--- config.mk ---
export PLATFORM = sky130hd
export DESIGN_NAME = wav_pcm16_stream_parser_top_flat
export DESIGN_NICKNAME = d
export VERILOG_FILES = /design/src/rtl/core/wavp_pkg.sv /design/src/rtl/core/wavp_in_if.sv /design/src/rtl/core/wavp_out_if.sv /design/src/rtl/core/wav_pcm16_stream_parser_top.sv /design/src/rtl/core/wavp_parser.sv /design/src/flat_wrapper.sv
export VERILOG_INCLUDE_DIRS = /design/src /design/src/rtl/core
export SDC_FILE = /design/constraint.sdc
export NUM_CORES = 1
export LEC_CHECK = 0
export BUFFER_PORTS_ARGS = -buffer_cell sky130_fd_sc_hd__buf_2
export CORE_ASPECT_RATIO = 1.2
export CORE_MARGIN = 5
export CORE_UTILIZATION = 57
export CTS_BUF_LIST = sky130_fd_sc_hd__clkbuf_4
export CTS_CLUSTER_DIAMETER = 150
export DETAILED_ROUTE_END_ITERATION = 6
export PLACE_DENSITY = 0.79
export SYNTH_ARGS = -nofsm -noshare
export SYNTH_HDL_FRONTEND = slang
export SYNTH_SLANG_ARGS = --single-unit
--- constraint.sdc ---
create_clock -name clk -period 5.9 [get_ports clk]
set_input_delay 1.18 -clock clk [delete_from_list [all_inputs] [get_ports clk]]
set_output_delay 1.18 -clock clk [all_outputs]
set_load 0.02 [all_outputs]
--- src/rtl/core/wav_pcm16_stream_parser_top_macros.svh ---
// assertion helpers for the wave stream parser
// both sample on clk and stay quiet while rst_n is low
`ifndef WAV_PCM16_STREAM_PARSER_TOP_MACROS_SVH
`define WAV_PCM16_STREAM_PARSER_TOP_MACROS_SVH

// consequent must hold in the same cycle as the antecedent
`define WAVP_ASSERT_SAME(label, ante, cons, msg) \
  label: assert property (@(posedge clk) disable iff (!rst_n) (ante) |-> (cons)) \
    else $error(msg);

// consequent must hold in the cycle after the antecedent
`define WAVP_ASSERT_NEXT(label, ante, cons, msg) \
  label: assert property (@(posedge clk) disable iff (!rst_n) (ante) |=> (cons)) \
    else $error(msg);

`endif

--- src/rtl/core/wavp_pkg.sv ---
`timescale 1ns / 1ps
package wavp_pkg;

  typedef enum logic [2:0] {
    PH_HDR_OK,
    PH_HDR_BAD,
    PH_CHUNK,
    PH_FMT,
    PH_SKIP,
    PH_PAD,
    PH_DATA,
    PH_DONE
  } phase_t;

  typedef enum logic [2:0] {
    ST_OK,
    ST_NOTWAVE,
    ST_BADFMT,
    ST_UNSUP,
    ST_BADDATA,
    ST_NODATA
  } status_t;

  localparam logic CMD_BYTE = 1'b0;
  localparam logic CMD_END  = 1'b1;

  localparam logic [31:0] TAG_RIFF = 32'h5249_4646;
  localparam logic [31:0] TAG_WAVE = 32'h5741_5645;
  localparam logic [31:0] TAG_FMT  = 32'h666D_7420;
  localparam logic [31:0] TAG_DATA = 32'h6461_7461;

  localparam logic [31:0] FMT_CORE_BYTES = 32'd16;
  localparam logic [15:0] FMT_PCM        = 16'd1;
  localparam logic [15:0] PCM_BITS       = 16'd16;
  localparam logic [15:0] CHAN_MONO      = 16'd1;
  localparam logic [15:0] CHAN_STEREO    = 16'd2;

  localparam int unsigned IDX_W = 4;
  localparam logic [IDX_W-1:0] IDX_RIFF_LAST  = 4'd3;
  localparam logic [IDX_W-1:0] IDX_HDR_LAST   = 4'd11;
  localparam logic [IDX_W-1:0] IDX_TAG_END    = 4'd4;
  localparam logic [IDX_W-1:0] IDX_CHUNK_LAST = 4'd7;
  localparam logic [IDX_W-1:0] IDX_FMT_LAST   = 4'd15;

  // one result item
  typedef struct packed {
    logic               valid;
    logic               frame_valid;
    logic signed [15:0] left_sample;
    logic signed [15:0] right_sample;
    logic               done_res;
    status_t            status;
    logic [31:0]        rate_out;
    logic [30:0]        frame_total;
  } wavp_res_t;

endpackage

--- src/rtl/core/wavp_in_if.sv ---
`timescale 1ns / 1ps
interface wavp_in_if;
  logic       valid;
  logic       ready;
  logic       command;
  logic [7:0] data_byte;

  modport source (output valid, command, data_byte, input ready);
  modport sink (input valid, command, data_byte, output ready);
endinterface

--- src/rtl/core/wavp_out_if.sv ---
`timescale 1ns / 1ps
interface wavp_out_if;
  logic               valid;
  logic               ready;
  logic               frame_valid;
  logic signed [15:0] left_sample;
  logic signed [15:0] right_sample;
  logic               done_res;
  logic [2:0]         status;
  logic [31:0]        rate_out;
  logic [30:0]        frame_total;

  modport source (output valid, frame_valid, left_sample, right_sample, done_res, status,
                  rate_out, frame_total, input ready);
  modport sink (input valid, frame_valid, left_sample, right_sample, done_res, status,
                rate_out, frame_total, output ready);
endinterface

--- src/rtl/core/wav_pcm16_stream_parser_top.sv ---
`timescale 1ns / 1ps
// a result is registered and appears on out_ch in the cycle after the byte that caused it
// throughput: one byte per cycle unless out_ch stalls; the output register refills on the cycle it drains
// a stall on out_ch holds in_ch.ready low only while a result waits untaken
// reset: synchronous, active low; parser goes back to waiting for the riff header
// and the output register empties
module wav_pcm16_stream_parser_top
  import wavp_pkg::*;
(
  input logic       clk,
  input logic       rst_n,
  wavp_in_if.sink   in_ch,
  wavp_out_if.source out_ch
);

`include "wav_pcm16_stream_parser_top_macros.svh"

  // handshake
  logic      in_ready;
  logic      in_xfer;
  logic      out_xfer;

  // parser result for the byte being taken this cycle
  wavp_res_t res;

  // output register, payload holds without reset
  logic      out_valid_r, out_valid_nxt;
  wavp_res_t out_res_r, out_res_nxt;

  // new byte taken whenever the output slot is free or draining this cycle
  assign in_ready = !out_valid_r || out_ch.ready;
  assign in_xfer  = in_ch.valid && in_ready;
  assign out_xfer = out_valid_r && out_ch.ready;

  assign in_ch.ready = in_ready;

  // all chunk walking, field capture and frame assembly
  wavp_parser u_parser (
    .clk       (clk),
    .rst_n     (rst_n),
    .step      (in_xfer),
    .command   (in_ch.command),
    .data_byte (in_ch.data_byte),
    .res       (res)
  );

  always_comb begin
    out_valid_nxt = out_valid_r;
    out_res_nxt   = out_res_r;
    if (in_xfer) begin
      // bytes that produce nothing simply let the register drain
      out_valid_nxt = res.valid;
      if (res.valid) out_res_nxt = res;
    end else if (out_xfer) begin
      out_valid_nxt = 1'b0;
    end
  end

  always_ff @(posedge clk) begin
    if (!rst_n) begin
      out_valid_r <= 1'b0;
    end else begin
      out_valid_r <= out_valid_nxt;
    end
  end

  always_ff @(posedge clk) begin
    out_res_r <= out_res_nxt;
  end

  // result channel
  assign out_ch.valid        = out_valid_r;
  assign out_ch.frame_valid  = out_res_r.frame_valid;
  assign out_ch.left_sample  = out_res_r.left_sample;
  assign out_ch.right_sample = out_res_r.right_sample;
  assign out_ch.done_res     = out_res_r.done_res;
  assign out_ch.status       = out_res_r.status;
  assign out_ch.rate_out     = out_res_r.rate_out;
  assign out_ch.frame_total  = out_res_r.frame_total;

  // every offered result carries a frame, a final status or both
  `WAVP_ASSERT_SAME(a_res_nonempty, out_valid_r,
    out_res_r.frame_valid || out_res_r.done_res,
    "result offered with neither frame nor done")

  // rate and count are only reported with an ok status
  `WAVP_ASSERT_SAME(a_fail_no_totals,
    out_valid_r && out_res_r.done_res && (out_res_r.status != ST_OK),
    (out_res_r.rate_out == 32'd0) && (out_res_r.frame_total == 31'd0),
    "totals reported with a failing status")

  // nothing follows the final status
  `WAVP_ASSERT_NEXT(a_done_last, out_xfer && out_res_r.done_res,
    !out_valid_r,
    "result produced after done transfer")

  // an empty output register never blocks the input
  `WAVP_ASSERT_SAME(a_ready_when_empty, !out_valid_r, in_ready,
    "input stalled with empty output register")

endmodule

--- src/rtl/core/wavp_parser.sv ---
`timescale 1ns / 1ps
module wavp_parser
  import wavp_pkg::*;
(
  input  logic       clk,
  input  logic       rst_n,
  input  logic       step,
  input  logic       command,
  input  logic [7:0] data_byte,
  output wavp_res_t  res
);

  phase_t           phase_r, phase_nxt;
  logic [IDX_W-1:0] idx_r, idx_nxt;
  logic [31:0]      rem_r, rem_nxt;
  logic [31:0]      tag_r, tag_nxt;
  logic             pad_r, pad_nxt;
  logic [15:0]      fmt_r, fmt_nxt;
  logic [15:0]      chan_r, chan_nxt;
  logic [31:0]      rate_r, rate_nxt;
  logic [15:0]      bits_r, bits_nxt;
  logic [7:0]       low_r, low_nxt;
  logic [15:0]      left_r, left_nxt;
  logic [30:0]      frames_r, frames_nxt;

  logic [31:0]      tag_new;
  logic [31:0]      rem_full;
  logic [31:0]      rem_dec;
  logic             supported;
  logic             hdr_bad;
  logic             do_done;
  status_t          done_st;
  logic [15:0]      sample;
  logic [IDX_W-1:0] idx_d;

  assign tag_new   = {tag_r[23:0], data_byte};
  assign rem_full  = {data_byte, rem_r[23:0]};
  assign rem_dec   = (rem_r != 32'd0) ? rem_r - 32'd1 : rem_r;
  assign sample    = {data_byte, low_r};
  assign supported = (fmt_r == FMT_PCM) && (bits_r == PCM_BITS) &&
                     ((chan_r == CHAN_MONO) || (chan_r == CHAN_STEREO));
  assign hdr_bad   = (phase_r == PH_HDR_BAD) ||
                     ((idx_r == IDX_RIFF_LAST) && (tag_new != TAG_RIFF));

  always_ff @(posedge clk) begin
    if (!rst_n) begin
      phase_r  <= PH_HDR_OK;
      idx_r    <= '0;
      rem_r    <= '0;
      tag_r    <= '0;
      pad_r    <= 1'b0;
      fmt_r    <= '0;
      chan_r   <= '0;
      rate_r   <= '0;
      bits_r   <= '0;
      low_r    <= '0;
      left_r   <= '0;
      frames_r <= '0;
    end else begin
      phase_r  <= phase_nxt;
      idx_r    <= idx_nxt;
      rem_r    <= rem_nxt;
      tag_r    <= tag_nxt;
      pad_r    <= pad_nxt;
      fmt_r    <= fmt_nxt;
      chan_r   <= chan_nxt;
      rate_r   <= rate_nxt;
      bits_r   <= bits_nxt;
      low_r    <= low_nxt;
      left_r   <= left_nxt;
      frames_r <= frames_nxt;
    end
  end

  always_comb begin
    phase_nxt  = phase_r;
    idx_nxt    = idx_r;
    rem_nxt    = rem_r;
    tag_nxt    = tag_r;
    pad_nxt    = pad_r;
    fmt_nxt    = fmt_r;
    chan_nxt   = chan_r;
    rate_nxt   = rate_r;
    bits_nxt   = bits_r;
    low_nxt    = low_r;
    left_nxt   = left_r;
    frames_nxt = frames_r;
    idx_d      = idx_r;
    do_done    = 1'b0;
    done_st    = ST_OK;
    res        = '0;

    if (step && (phase_r != PH_DONE)) begin
      if (command == CMD_END) begin
        do_done = 1'b1;
        unique case (phase_r) inside
          PH_HDR_OK, PH_HDR_BAD: done_st = ST_NOTWAVE;
          PH_FMT:                done_st = ST_BADFMT;
          PH_DATA:               done_st = ST_BADDATA;
          default:               done_st = ST_NODATA;
        endcase
      end else begin
        unique case (phase_r) inside
          PH_HDR_OK, PH_HDR_BAD: begin
            tag_nxt = tag_new;
            if (hdr_bad) phase_nxt = PH_HDR_BAD;
            if (idx_r >= IDX_HDR_LAST) begin
              if (hdr_bad || (tag_new != TAG_WAVE)) begin
                do_done = 1'b1;
                done_st = ST_NOTWAVE;
              end else begin
                phase_nxt = PH_CHUNK;
                idx_nxt   = '0;
              end
            end else begin
              idx_nxt = idx_r + 1'b1;
            end
          end
          PH_CHUNK: begin
            // tag bytes first, then little-endian size
            if (idx_r < IDX_TAG_END) begin
              tag_nxt = tag_new;
              if (idx_r == '0) rem_nxt = '0;
            end else begin
              rem_nxt[8*idx_r[1:0] +: 8] = data_byte;
            end
            if (idx_r < IDX_CHUNK_LAST) begin
              idx_nxt = idx_r + 1'b1;
            end else begin
              idx_nxt = '0;
              rem_nxt = rem_full;
              pad_nxt = rem_full[0];
              if (tag_r == TAG_FMT) begin
                if (rem_full < FMT_CORE_BYTES) begin
                  do_done = 1'b1;
                  done_st = ST_BADFMT;
                end else begin
                  rem_nxt   = rem_full - FMT_CORE_BYTES;
                  phase_nxt = PH_FMT;
                end
              end else if (tag_r == TAG_DATA) begin
                if (!supported) begin
                  do_done = 1'b1;
                  done_st = ST_UNSUP;
                end else begin
                  pad_nxt    = 1'b0;
                  frames_nxt = '0;
                  rem_nxt    = {rem_full[31:1], 1'b0};
                  phase_nxt  = PH_DATA;
                  // a data chunk shorter than two bytes finishes at once
                  if (rem_full[31:1] == 31'd0) begin
                    do_done = 1'b1;
                    done_st = ST_OK;
                  end
                end
              end else if (rem_full == 32'd0) begin
                phase_nxt = PH_CHUNK;
                pad_nxt   = 1'b0;
              end else begin
                phase_nxt = PH_SKIP;
              end
            end
          end
          PH_FMT: begin
            unique case (idx_r) inside
              4'd0:             fmt_nxt  = {8'h00, data_byte};
              4'd1:             fmt_nxt  = {data_byte, fmt_r[7:0]};
              4'd2:             chan_nxt = {8'h00, data_byte};
              4'd3:             chan_nxt = {data_byte, chan_r[7:0]};
              4'd4:             rate_nxt = {24'h000000, data_byte};
              4'd5, 4'd6, 4'd7: rate_nxt[8*idx_r[1:0] +: 8] = data_byte;
              4'd14:            bits_nxt = {8'h00, data_byte};
              4'd15:            bits_nxt = {data_byte, bits_r[7:0]};
              default:          ;
            endcase
            if (idx_r < IDX_FMT_LAST) begin
              idx_nxt = idx_r + 1'b1;
            end else if (rem_r == 32'd0) begin
              idx_nxt   = '0;
              phase_nxt = pad_r ? PH_PAD : PH_CHUNK;
              pad_nxt   = 1'b0;
            end else begin
              idx_nxt   = '0;
              phase_nxt = PH_SKIP;
            end
          end
          PH_SKIP: begin
            rem_nxt = rem_dec;
            if (rem_dec == 32'd0) begin
              idx_nxt   = '0;
              phase_nxt = pad_r ? PH_PAD : PH_CHUNK;
              pad_nxt   = 1'b0;
            end
          end
          PH_PAD: begin
            phase_nxt = PH_CHUNK;
            idx_nxt   = '0;
          end
          PH_DATA: begin
            // idx bit 0: high byte next, bit 1: left sample held
            if (!idx_r[0]) begin
              low_nxt = data_byte;
              idx_d   = idx_r | 4'd1;
            end else if (chan_r != CHAN_STEREO) begin
              res.valid        = 1'b1;
              res.frame_valid  = 1'b1;
              res.left_sample  = sample;
              res.right_sample = sample;
              frames_nxt       = frames_r + 31'd1;
              idx_d            = '0;
            end else if (!idx_r[1]) begin
              left_nxt = sample;
              idx_d    = 4'd2;
            end else begin
              res.valid        = 1'b1;
              res.frame_valid  = 1'b1;
              res.left_sample  = left_r;
              res.right_sample = sample;
              frames_nxt       = frames_r + 31'd1;
              idx_d            = '0;
            end
            idx_nxt = idx_d;
            rem_nxt = rem_dec;
            if (rem_dec == 32'd0) begin
              do_done = 1'b1;
              done_st = idx_d[1] ? ST_BADDATA : ST_OK;
            end
          end
          PH_DONE: ;
        endcase
      end

      if (do_done) begin
        phase_nxt    = PH_DONE;
        res.valid    = 1'b1;
        res.done_res = 1'b1;
        res.status   = done_st;
        if (done_st == ST_OK) begin
          res.rate_out    = rate_r;
          res.frame_total = frames_nxt;
        end
      end
    end
  end

endmodule
--- src/flat_wrapper.sv ---
// flat-port wrapper written by rule: the top's interface ports become plain ports
module wav_pcm16_stream_parser_top_flat import wavp_pkg::*;
  (clk, rst_n, in_ch_valid, in_ch_command, in_ch_data_byte, in_ch_ready, out_ch_valid, out_ch_frame_valid, out_ch_left_sample, out_ch_right_sample, out_ch_done_res, out_ch_status, out_ch_rate_out, out_ch_frame_total, out_ch_ready);
  wavp_in_if in_ch_i ();
  wavp_out_if out_ch_i ();
  input logic clk;
  input logic rst_n;
  input wire logic [$bits(in_ch_i.valid)-1:0] in_ch_valid;
  input wire logic [$bits(in_ch_i.command)-1:0] in_ch_command;
  input wire logic [$bits(in_ch_i.data_byte)-1:0] in_ch_data_byte;
  output wire logic [$bits(in_ch_i.ready)-1:0] in_ch_ready;
  output wire logic [$bits(out_ch_i.valid)-1:0] out_ch_valid;
  output wire logic [$bits(out_ch_i.frame_valid)-1:0] out_ch_frame_valid;
  output wire logic [$bits(out_ch_i.left_sample)-1:0] out_ch_left_sample;
  output wire logic [$bits(out_ch_i.right_sample)-1:0] out_ch_right_sample;
  output wire logic [$bits(out_ch_i.done_res)-1:0] out_ch_done_res;
  output wire logic [$bits(out_ch_i.status)-1:0] out_ch_status;
  output wire logic [$bits(out_ch_i.rate_out)-1:0] out_ch_rate_out;
  output wire logic [$bits(out_ch_i.frame_total)-1:0] out_ch_frame_total;
  input wire logic [$bits(out_ch_i.ready)-1:0] out_ch_ready;
  assign in_ch_i.valid = in_ch_valid;
  assign in_ch_i.command = in_ch_command;
  assign in_ch_i.data_byte = in_ch_data_byte;
  assign in_ch_ready = in_ch_i.ready;
  assign out_ch_valid = out_ch_i.valid;
  assign out_ch_frame_valid = out_ch_i.frame_valid;
  assign out_ch_left_sample = out_ch_i.left_sample;
  assign out_ch_right_sample = out_ch_i.right_sample;
  assign out_ch_done_res = out_ch_i.done_res;
  assign out_ch_status = out_ch_i.status;
  assign out_ch_rate_out = out_ch_i.rate_out;
  assign out_ch_frame_total = out_ch_i.frame_total;
  assign out_ch_i.ready = out_ch_ready;
  wav_pcm16_stream_parser_top u_core (.clk(clk), .rst_n(rst_n), .in_ch(in_ch_i), .out_ch(out_ch_i));
endmodule
### Word-level counts from Yosys, hierarchy flattened

Index checks and enable logic that the tools add are counted.

| word-level totals | value |
|---|---|
| bits in registers | 308 |
| input bits | 13 |
| output and inout port bits | 102 |
| word-level logic and storage cells | 243 |

| operators by class | value |
|---|---|
| add/subtract/negate cells | 5 |
| magnitude comparators | 5 |
| equal/unequal tests | 44 |
| shifts and indexed selects | 2 |
| multiplexer cells | 99 |
| bitwise logic cells | 9 |
| reduce and logical (&&, ||, !) cells | 53 |

Operators by type and width:

| cell | number |
|---|---|
| $mux W31 | 8 |
| $mux W32 | 7 |
| $pmux W32 S2 | 3 |
| $mux W34 | 5 |
| $mux W101 | 1 |
| $logic_not A32 Y1 | 3 |
| $pmux W16 S2 | 3 |
| $mux W67 | 1 |
| $bwmux W32 | 2 |
| $eq A32 B31 Y1 const B | 2 |
| $ne A32 B31 Y1 const B | 2 |
| $mux W3 | 21 |
| $mux W63 | 1 |
| $pmux W31 S2 | 1 |
| $mux W4 | 9 |
| $neg A5 Y34 | 1 |
| $shift A8 B34 Y32 const A | 1 |
| $shiftx A8 B34 Y32 | 1 |
| $eq A16 B1 Y1 const B | 2 |
| $lt A32 B5 Y1 const B | 1 |
| $reduce_bool A32 Y1 | 1 |
| $sub A32 B1 Y32 const B | 1 |
| $sub A32 B5 Y32 const B | 1 |
| $add A31 B1 Y31 const B | 1 |
| other kinds (50) | 138 |

### Longest topological paths before layout

Gate-level depths: netlist of run 1.

| depth | value |
|---|---|
| depth after elaboration | 16 |
| depth in mapped cells | 16 |
| gate-level depth less buffers | 12 |

### Modules after synthesis

From an unflattened synthesis of run 1, not the netlist that was laid out.

| second synthesis, totals | value |
|---|---|
| cell total of the unflattened synthesis | 1863 |
| area, all modules | 15622.5 um2 |

By module, submodules not included:

| module | instances | cells an instance | area an instance (um2) | sequential area each (um2) |
|---|---|---|---|---|
| wavp_parser | 1 | 1757 | 12548.3 | 4144.0 |
| wav_pcm16_stream_parser_top | 1 | 106 | 3074.2 | 3022.9 |

### Worst setup path after synthesis of run 1

No wires, ideal clock.

| path | value |
|---|---|
| kind | input -> register |
| start | input in_ch_data_byte[3] |
| end | register u_core.out_res_r, in the netlist u_core.out_ch.done_res (enable) |
| library setup time | 462 ps |
| data arrival time | 5380 ps |
| required time | 5438 ps |
| setup slack | 58 ps |
| stages on the path | 10 |
| buffers on the path | 1 |
| cells stage by stage | or3_1 -> or4_1 -> or2_2 -> clkbuf_1 -> nor3_1 -> a21oi_1 -> o21a_1 -> o21ai_1 -> nand2_1 -> nand2_1 |

| on the way | value |
|---|---|
| word-level cells in the longest chain between the ends | 12 |
| elaborated cells on any way between the ends | 21 |
| classes of those cells | 1 x order compare; 2 x eq/ne; 13 x mux; 5 x reduce/logical |

Ends and longest elaborated chain:

| element | RTL line | text |
|---|---|---|
| start, declared | flat_wrapper.sv:10 | `input wire logic [$bits(in_ch_i.data_byte)-1:0] in_ch_data_byte;` |
| branches (longest 6 deep; another with $lt A32 B5 Y1) | -- |  |
| $pmux W1 S3 (*) | wavp_parser.sv:103 | `unique case (phase_r) inside` |
| $mux W1 (*) | wavp_parser.sv:94 | `if (command == CMD_END) begin` |
| $mux W1 (*) | wavp_parser.sv:93 | `if (step && (phase_r != PH_DONE)) begin` |
| $mux W1 (*) | wavp_parser.sv:233 | `if (do_done) begin` |
| $mux W101 (*) | wavp_parser.sv:93 |  |
| $reduce_and A2 Y1 (no source line) (*) | -- |  |
| end signal, assigned | wav_pcm16_stream_parser_top.sv:68 | `out_res_r <= out_res_nxt;` |
| end, declared | wav_pcm16_stream_parser_top.sv:28 | `wavp_res_t out_res_r, out_res_nxt;` |

Mark *: on every way between the ends. The select of a mux whose other input is x is not followed.
A chain may end at the register's enable or synchronous reset.

### Worst setup path after layout of run 1

| path | value |
|---|---|
| start | register u_core.u_parser.rem_r[4] |
| end | register u_core.out_res_r, in the netlist u_core.out_ch.left_sample[7] (enable) |

| on the way | value |
|---|---|
| word-level cells in the longest chain between the ends | 12 |
| elaborated cells on any way between the ends | 19 |
| classes of those cells | 1 x add/sub; 1 x order compare; 13 x mux; 4 x reduce/logical |

Ends and longest elaborated chain:

| element | RTL line | text |
|---|---|---|
| start, declared | wavp_parser.sv:15 | `logic [31:0] rem_r, rem_nxt;` |
| start signal, assigned | wavp_parser.sv:62 | `rem_r <= rem_nxt;` |
| branches (longest 6 deep; another with $sub A32 B1 Y32) | -- |  |
| $pmux W1 S3 (*) | wavp_parser.sv:103 |  |
| $mux W1 (*) | wavp_parser.sv:94 |  |
| $mux W1 (*) | wavp_parser.sv:93 |  |
| $mux W1 (*) | wavp_parser.sv:233 |  |
| $mux W101 (*) | wavp_parser.sv:93 |  |
| $reduce_and A2 Y1 (no source line) (*) | -- |  |

Marks and branches as above.

==> results of run 1 <==
-- report_power, final --
group          switching [mW]  internal (mW)  total (mW)  leakage, nW
registers              0.0485           2.23        2.28         2.65
clock network           0.880           1.04        1.92        0.629
logic                   0.604          0.283       0.887         2.87
total                    1.53           3.55        5.09         6.14
-- state kept, by name, summed over array words and instances (netlist names), 3 cells and up --
signal                      cells
u_core.u_parser.left_r         16
u_core.out_ch.rate_out         32
u_core.u_parser.idx_r           4
u_core.out_ch.frame_total      31
u_core.out_ch.status            3
u_core.u_parser.frames_r       31
u_core.u_parser.low_r           8
u_core.u_parser.bits_r         16
u_core.u_parser.chan_r         16
u_core.u_parser.tag_r          32
u_core.u_parser.rem_r          32
u_core.out_ch.right_sample     16
u_core.out_ch.left_sample      16
u_core.u_parser.phase_r         3
u_core.u_parser.rate_r         32
u_core.u_parser.fmt_r          16
-- cell type report --
type | count | area [sq um] | area share [%]
clock inverter | 29 | 195 | 1.13
clock buffer | 116 | 871 | 5.03
antenna | 1 | 2.50 | 0.0144
multi-input combinational | 1392 | 7760 | 44.8
sequential | 308 | 7170 | 41.4
tap | 340 | 425 | 2.46
inverter | 16 | 65.1 | 0.376
timing repair buffer | 146 | 836 | 4.82
-- layer usage --
layer  share of wire, %  wire (um)
met5                  0          0
met4                4.0       1790
met3                8.0       3610
met2                 48      21900
met1                 40      18000
-- worst reg2reg max path, cell delays in order (launching register included) --
cell and delay (ns):
dfxtp_1 0.36, inv_1 0.14, ha_1 0.27, nor3b_1 0.30
nand4_2 0.34, o31ai_2 0.69, nor2_1 0.14, xnor2_1 0.19
nor4_1 0.53, nand4_2 0.33, o21ai_1 0.32, nand2_1 0.28
nand2_4 0.45, buf_12 0.30
-- cell usage after synthesis, drive strengths merged (5+ instances only) --
master	instances
a211oi	21
a21o	8
a21oi	218
a222oi	6
a22oi	27
a31oi	11
a32oi	5
and2	59
and3	11
and4	8
buf	19
clkbuf	122
dfxtp	208
edfxtp	100
ha	8
inv	16
mux2i	27
nand2	239
nand2b	16
nand3	76
nand4	23
nand4b	6
nor2	225
nor2b	15
nor3	61
nor3b	19
nor4	39
nor4b	7
o211ai	5
o21a	11
o21ai	86
o22ai	5
o31ai	10
or2	16
or3	30
or4	8
xnor2	20
xor2	8
-- per-stage QoR --
| step | util [%] | area, sq um | setup WS (ns) | total power, mW |
|---|---|---|---|---|
| floorplan | - | 15600 | 0.0585 | 2.95 |
| global placement | 60.0 | 16300 | 1.06 | 3.19 |
| detailed placement | 60.0 | 16300 | 1.02 | 3.19 |
| CTS | 63.9 | 17300 | 1.02 | 5.10 |
| global route | 64.0 | 17300 | 0.676 | 5.31 |
| finish | 64.0 | 17300 | 0.878 | 5.09 |
-- final timing paths --
path / end / slack [ns]
setup / recovery: u_core.out_ch.left_sample[7] / 0.88
hold reg to reg: u_core.u_parser.rate_r[13] / 0.45
setup reg to reg: u_core.out_ch.left_sample[7] / 0.88
hold / removal: u_core.u_parser.rate_r[13] / 0.45
-- cell families (layout without fill, tap and decap cells) --
family | count (synthesis) | count (layout) | share of synthesized area (%)
buf+inv | 157 | 307 | 4.34
fa+ha+maj | 8 | 8 | 0.642
simple gates | 870 | 870 | 27.9
xor+xnor | 28 | 28 | 1.57
mux | 28 | 28 | 1.81
other cells | 0 | 1 | 0
flops | 308 | 308 | 46.0
compound gates | 458 | 458 | 17.8
==> qor.yml, run 1 <==
dieArea_sq_um: 30800
crit_chain: "inv_1 -> ha_1 -> nor3b_1 -> nand4_2 -> o31ai_2 -> nor2_1 -> xnor2_1 -> nor4_1 -> nand4_2 -> o21ai_1 -> nand2_1 -> nand2_4 -> buf_12"
nFillCells: 2308
htreeDepth: 3
use_met2_pct: 48.7
die_height_um: 191
grt-busiest-layer: "met2"
grt_pass1_vias: 13974
grt_pass1_wl_um: 72500
syn_area_sq_um: 15600
yosysTopAreaCell: "dfxtp_1"
crit_family: "simple AND/OR/NAND/NOR gates"
slew_headroom_pct: 18.1
synth_seq_cells: 308
synth_edf_count: 100
clk_pin_slew_worst_paths_ns: 0.07
synth_fp_nets: 1878
cp-startpoint: "u_core.u_parser.rem_r[4]"
wl_per_cell_um: 19.3
period_share_pct: 85.1
worstMarginPinSlew_ns: 1.22
peakVddDrop_mv: 0.208
drt-total-wl_um: 45300
io_pins: 115
syn_inst: 1857
antenna_found_initial: 1
drc_errors: 0
ys.flop_type: "dfxtp_1"
crit_required_ns: 6.28
root_buffer: "clkbuf_4"
initial_core_util_pct: 57.5
overflow: 0
hold_depth: 2
fin_hold_ws_ns: 0.447
layout_commonest_cell: "nand2_1"
hp-class: "reg -> reg"
most-common-layout-cells: "nand2_1, nor2_1, a21oi_1, dfxtp_1, clkbuf_4"
ys_seq_area_share_pct: 46.0
async_reset_ff_share_pct: 0
grt_start_max_net_pins: 90
worstPathArrival_ns: 5.40
critPathBufInv: 2
area_growth_pct: 11.1
worstPathMaxFanout: 40
worst_hold_startpoint: "u_core.u_parser.rate_r[13]"
gp_routability_congestion: 0.991
use_met3_pct: 5.22
leakage_nw: 6.14
worstSetupPathType: "reg -> reg"
power_density_nw_per_um2: 294
port_buffers: 114
cts_tree: "yes"
start_kind: "register"
synth_cell_types: 85
setup-tns-final_ns: 0
synth_top_cell_area_share_pct: 26.7
rsz0062_at_grt: "no"
finalCriticalPeriod_ns: 5.02
dr_total_vias: 14599
first_pass_iters: 6
use_met1_pct: 36.3
drive_gt1_share_pct: 15.8
r2r_cells: 13
dp_hpwl_um: 29700
antenna_left: 0
grt_usage_pct: 28.9
synth_area_per_cell_sq_um: 8.39
cts_buffers: 78
layout.nets: 1963
crit_path_frequent_cell: "nand4_2"
cts_setup_buffers: 0
max_freq_mhz: 199
drtIter0Drc: 1442
timing.rr.start: "u_core.u_parser.rem_r[4]"
max_cap_viol_count: 0
std_cell_rows: 66
cp_slowest_stage_delay_ns: 0.69
die_width_um: 161
dpl.cell_count: 2202
fin_skew_ns: 0.0601
cts_resized: 0
end_kind: "register"
setup_viol: 0
cp.depth: 13
cpMaxStageDelayCell: "o31ai_2"
outcome: "finished clean"
fin_cells: 2348
clk_latency_ns: 0.75
via_per_inst: 6.22
cts_sinks: 308
clock_path_buffers: 3
final_hold_viol_count: 0
holdBufCountCts: 0
synth.area.top_cells: "dfxtp_1, edfxtp_1, a21oi_1"
maxSlewViolCount: 0
yosysWarnings: 0
core_sq_um: 27100
Power figures use the tool's default switching activity.
==> inputs of run 2 (changes only) <==
- SYNTH_HIERARCHICAL: default -> 1
- TNS_END_PERCENT: default -> 1
==> run 2 against run 1 <==
Compared with the run above:
- first-iteration DRC count increased by 15%
- largest cell class unchanged
- combinational power rose by 22%
- clock power decreased by 9%
- global-route usage increased by 0.24 points
- die area increased by 0.22%
- synthesized cell count increased by 0.32%
==> qor.yml, run 2 <==
synth_area_per_cell_sq_um: 8.39
synth_seq_cells: 308
rr_endpoint: "u_core/out_ch.left_sample[2]"
critPathBufInv: 2
synth_edf_count: 100
fin_skew_ns: 0.0356
setup_viol: 0
std_cell_rows: 66
most-common-layout-cells: "nand2_1, dfxtp_1, a21oi_1, nor2_1, buf_2"
cts_sinks: 308
cts_setup_buffers: 0
dp_hpwl_um: 31000
clk_pin_slew_worst_paths_ns: 0.07
max_cap_viol_count: 0
die_height_um: 191
yosysWarnings: 6
end_kind: "register"
crit_required_ns: 6.28
gp_routability_congestion: 0.974
wl_per_cell_um: 19.7
dr_total_vias: 15056
worstSetupPathType: "reg -> reg"
hold_depth: 2
syn_inst: 1863
final_hold_viol_count: 0
ff2ff_setup_slack_ns: 1.07
hp-class: "reg -> reg"
holdBufCountCts: 0
synth_top_cell_area_share_pct: 26.7
fin_hold_ws_ns: 0.454
dpl.cell_count: 2204
cp_slowest_stage_delay_ns: 0.63
drive_gt1_share_pct: 14.9
fin_cells: 2339
io_pins: 115
pre_cts_slack_ns: 0.995
max_freq_mhz: 207
async_reset_ff_share_pct: 0
yosysMostFrequentCell: "nand2_1"
grt_pass1_vias: 14245
die_width_um: 161
cts_resized: 0
syn_area_sq_um: 15600
worst_hold_startpoint: "u_core/u_parser/fmt_r[5]"
crit_path_frequent_cell: "nand2_1"
antenna_left: 0
hold-path-endpoint: "u_core/u_parser/fmt_r[5]"
area_growth_pct: 10.4
synth_fp_nets: 1886
port_buffers: 114
start_kind: "register"
synth.area.top_cells: "dfxtp_1, edfxtp_1, a21oi_1"
grt_usage_pct: 29.2
cpMaxStageDelayCell: "nor2b_4"
peakVddDrop_mv: 0.190
maxSlewViolCount: 0
drtIter0Drc: 1665
overflow: 0
outcome: "finished clean"
timing.final.ws_setup_ns: 1.07
r2r_cells: 14
final_util_pct: 63.7
finalCriticalPeriod_ns: 4.83
synthTopCellsByCount: "nand2_1, dfxtp_1, a21oi_1, nor2_1, clkbuf_1"
antenna_found_initial: 2
ys_seq_area_share_pct: 45.9
slew_headroom_pct: 24.3
ys.flop_type: "dfxtp_1"
core_sq_um: 27100
setup-tns-final_ns: 0
grt_pass1_wl_um: 73700
synth_cell_types: 84
htreeDepth: 3
initial_core_util_pct: 57.7
root_buffer: "clkbuf_4"
first_pass_iters: 6
worstMarginPinSlew_ns: 1.14
timing.rr.start: "u_core/u_parser/rem_r[4]"
clock_path_buffers: 3
clk_latency_ns: 0.72
drc_errors: 0
grt_start_max_net_pins: 77
drt-total-wl_um: 46100
leakage_nw: 5.95
crit_family: "simple AND/OR/NAND/NOR gates"
period_share_pct: 81.9
dieArea_sq_um: 30800
rsz0062_at_grt: "no"
layout_commonest_cell: "nand2_1"
yosysTopAreaCell: "dfxtp_1"
cts_buffers: 76
worstPathArrival_ns: 5.21
via_per_inst: 6.44
layout.nets: 1965
crit_chain: "inv_1 -> ha_1 -> nor4bb_2 -> nand4_2 -> o21ai_4 -> nor2_2 -> or3_1 -> a2111o_1 -> nor4_2 -> nor2_4 -> nand2_1 -> nand2_1 -> nor2b_4 -> buf_12"
worstPathMaxFanout: 40
power_density_nw_per_um2: 297
cts_tree: "yes"
## run 2: cell types whose count changed after synthesis, sizes merged, moves of 13 or more
cell / change
nor3: +45
and2: -43
inv: +40
nor2: -39
a21oi: -29
a22oi: +22
and3: +20
nor4: +16
clkbuf: -13
mux2i: -13
nor3b: -13
or2: -13
## run 2: how the worst max path moves through the flow
stage / cells after the start / from / end
floorplan: 15 / u_core/u_parser/rem_r[0] / u_core/out_ch.done_res
global placement: 11 / in_ch_data_byte[4] / u_core/out_ch.rate_out[31]
detailed placement: 11 / in_ch_data_byte[4] / u_core/out_ch.rate_out[29]
CTS: 14 / u_core/u_parser/rem_r[4] / u_core/out_ch.left_sample[2]
global route: 14 / u_core/u_parser/rem_r[4] / u_core/out_ch.rate_out[24]
finish: 14 / u_core/u_parser/rem_r[4] / u_core/out_ch.left_sample[2]
## run 2: per-stage QoR
step / total power [mW] / area (sq um)
global route: 5.37 / 17200
detailed placement: 3.38 / 16300
CTS: 5.14 / 17200
finish: 5.13 / 17200
floorplan: 3.10 / 15600
global placement: 3.38 / 16300
## run 2: kinds of logic (layout without fill, tap and decap cells)
logic type	after synthesis	in the layout	synth area share, %
XOR/XNOR	30	30	1.68
AND/OR/NAND/NOR	844	844	27.0
multiplexers	15	15	1.04
AO/OA/AOI/OAI	464	464	18.7
adder cells (fa/ha/maj)	11	11	0.865
other	0	1	0
flip-flops	308	308	45.9
buffers and inverters	191	326	4.89
## run 2: final cells by class
type                       instances  area [sq um]
sequential                       308          7170
multi-input combinational       1364          7710
clock buffer                     110           826
tap                              340           425
inverter                          56           213
antenna                            1          2.50
clock inverter                    24           133
fill                            2328          9850
timing repair buffer             136           761
## run 2: metal layers
metal	GRT usage, %	vias up	part of all wire, %
met1	36.9	7087	40
met2	48.4	821	47
met5	0	-	0
met4	14.4	0	4.0
li1	-	6991	-
met3	5.18	157	8.5
## run 2: report_power, final
part	total [mW]	switching (mW)	leakage [nW]	internal (mW)
Clock	1.75	0.851	0.567	0.904
Combinational	1.08	0.741	2.75	0.339
Sequential	2.29	0.0636	2.63	2.23
Total	5.13	1.66	5.95	3.47
## run 2: worst min-delay path: cells and delay by family (launching register included)
family | cells | cell delay (ns)
DFF | 1 | 0.31
and+or+nand+nor | 1 | 0.05
AOI/OAI and AO/OA | 1 | 0.05
==> inputs of run 3 (changes only) <==
- clock period: 5.9 -> 4.3 ns (I/O delays scaled with it)
==> run 3 against run 2 <==
Compared with the run above:
- final area increased by 2.9%
- sequential power up 37%
- fmax grew 20%
- first-iteration DRC count grew 3.5%
- critical path type unchanged
- critical endpoint is now u_core/out_ch.frame_total[16]
==> qor.yml, run 3 (same netlist as run 2, synthesis figures left out) <==
outcome: "finished clean"
timing.final.ws_setup_ns: 0.260
drc_errors: 0
pre_cts_slack_ns: 0.309
core_sq_um: 27100
max_cap_viol_count: 0
dp_hpwl_um: 32700
initial_core_util_pct: 57.7
root_buffer: "clkbuf_4"
drtIter0Drc: 1723
gp_routability_congestion: 1.02
port_buffers: 114
grt_pass1_wl_um: 76100
final_hold_viol_count: 0
holdBufCountCts: 0
area_growth_pct: 13.6
layout.nets: 2017
worstSetupPathType: "reg -> reg"
dr_total_vias: 15268
power_density_nw_per_um2: 407
rsz0062_at_grt: "no"
peakVddDrop_mv: 0.248
hp-class: "reg -> reg"
finalInstanceArea_sq_um: 17700
antenna_left: 0
start_kind: "register"
crit_chain: "nor4_4 -> nand4_2 -> nor4_1 -> buf_4 -> nand2_1 -> xor2_1 -> nand4_2 -> nor4_4 -> nor2_4 -> nand2_2 -> nand2_2 -> nor2b_4 -> buf_12 -> buf_12"
worstPathArrival_ns: 4.43
cp-startpoint: "u_core/u_parser/rem_r[10]"
overflow: 0
use_met3_pct: 6.41
placed_area_sq_um: 16800
crit_required_ns: 4.69
via_per_inst: 6.38
period_share_pct: 93.9
crit_family: "simple AND/OR/NAND/NOR gates"
clock_path_buffers: 3
io_pins: 115
grt-busiest-layer: "met2"
grt_usage_pct: 30.5
fin_hold_ws_ns: 0.437
maxSlewViolCount: 0
end_kind: "register"
htreeDepth: 3
critPathBufInv: 3
wl_per_cell_um: 20.0
antenna_found_initial: 2
leakage_nw: 6.26
nFillCells: 2331
finalCriticalPeriod_ns: 4.04
use_met1_pct: 37.7
clk_pin_slew_worst_paths_ns: 0.07
worst_hold_startpoint: "u_core/u_parser/tag_r[9]"
clk_latency_ns: 0.73
cts_buffers: 76
drt-total-wl_um: 47900
cp_slowest_stage_delay_ns: 0.52
power_mw: 7.23
cts_tree: "yes"
most-common-layout-cells: "nand2_1, dfxtp_1, a21oi_1, nor2_1, buf_2"
std_cell_rows: 66
cts_sinks: 308
worstPathMaxFanout: 27
grt_start_max_net_pins: 89
setup_viol: 0
slew_headroom_pct: 24.9
die_width_um: 161
ff2ff_setup_slack_ns: 0.26
drive_gt1_share_pct: 17.6
die_height_um: 191
max_freq_mhz: 248
timing.rr.start: "u_core/u_parser/rem_r[10]"
layout_commonest_cell: "nand2_1"
worstMarginPinSlew_ns: 1.13
grt_pass1_vias: 14509
first_pass_iters: 6
use_met2_pct: 50.6
fin_skew_ns: 0.0439
dieArea_sq_um: 30800
cpMaxStageDelayCell: "nor4_4"
[run 3: cell types whose count changed in the layout (fill, tap and decap cells not counted), moves of 2 or more]
cell      change
clkbuf_4      -5
nand2_1       -2
buf_12        +4
dfxtp_1       -3
dfxtp_2       +3
inv_1         -2
nand2_2       +2
buf_4        +48
clkinv_2      +8
[run 3: stage by stage]
stage                     setup TNS (ns)  instances  util, %
after CTS                              0       2391     65.5
after global placement                 0       2256     61.9
after floorplan                   -43.02       1863        -
after global routing                   0       2392     65.5
after detailed placement               0       2256     61.9
final                                  0       2392     65.5
[run 3: timing repair]
| item | 4_1_cts | 5_1_grt |
|---|---|---|
| endpoints found under the setup margin | 0 | 20 |
| gates resized for setup | 0 | 1 |
| buffers inserted | 0 | 0 |
[run 3: layout make-up]
class	count	area, sq um	area share, %
diodes	1	2.50	0.0141
clock buffers	105	788	4.44
clock inverters	30	183	1.03
inverters	56	213	1.20
multi-input cells	1364	7760	43.7
flip-flops and latches	308	7170	40.4
well taps	340	425	2.40
repair buffers	188	1200	6.77
[run 3: worst reg2reg max path: cells and delay by family, from the launching register on]
family,cells,cell delay [ns]
XOR/XNOR,1,0.29
buffers and inverters,3,0.60
flip-flops,1,0.43
AND/OR/NAND/NOR,10,2.38
[run 3: final timing paths]
path	end	depth (start not counted)
hold reg to reg	u_core/u_parser/tag_r[17]	2
hold / removal	u_core/u_parser/tag_r[17]	2
setup / recovery	u_core/out_ch.frame_total[16]	14
setup reg to reg	u_core/out_ch.frame_total[16]	14
[run 3: per-layer routing]
layer	up-vias	share of wire (%)
met5	-	0.027
met3	186	8.8
li1	7078	-
met4	2	4.4
met1	7130	39
met2	872	47
[run 3: power by group]
group | total (mW) | leakage [nW] | internal, mW | switching, mW
Combinational | 1.64 | 3.05 | 0.562 | 1.07
Sequential | 3.14 | 2.63 | 3.06 | 0.0850
Clock | 2.45 | 0.581 | 1.26 | 1.19
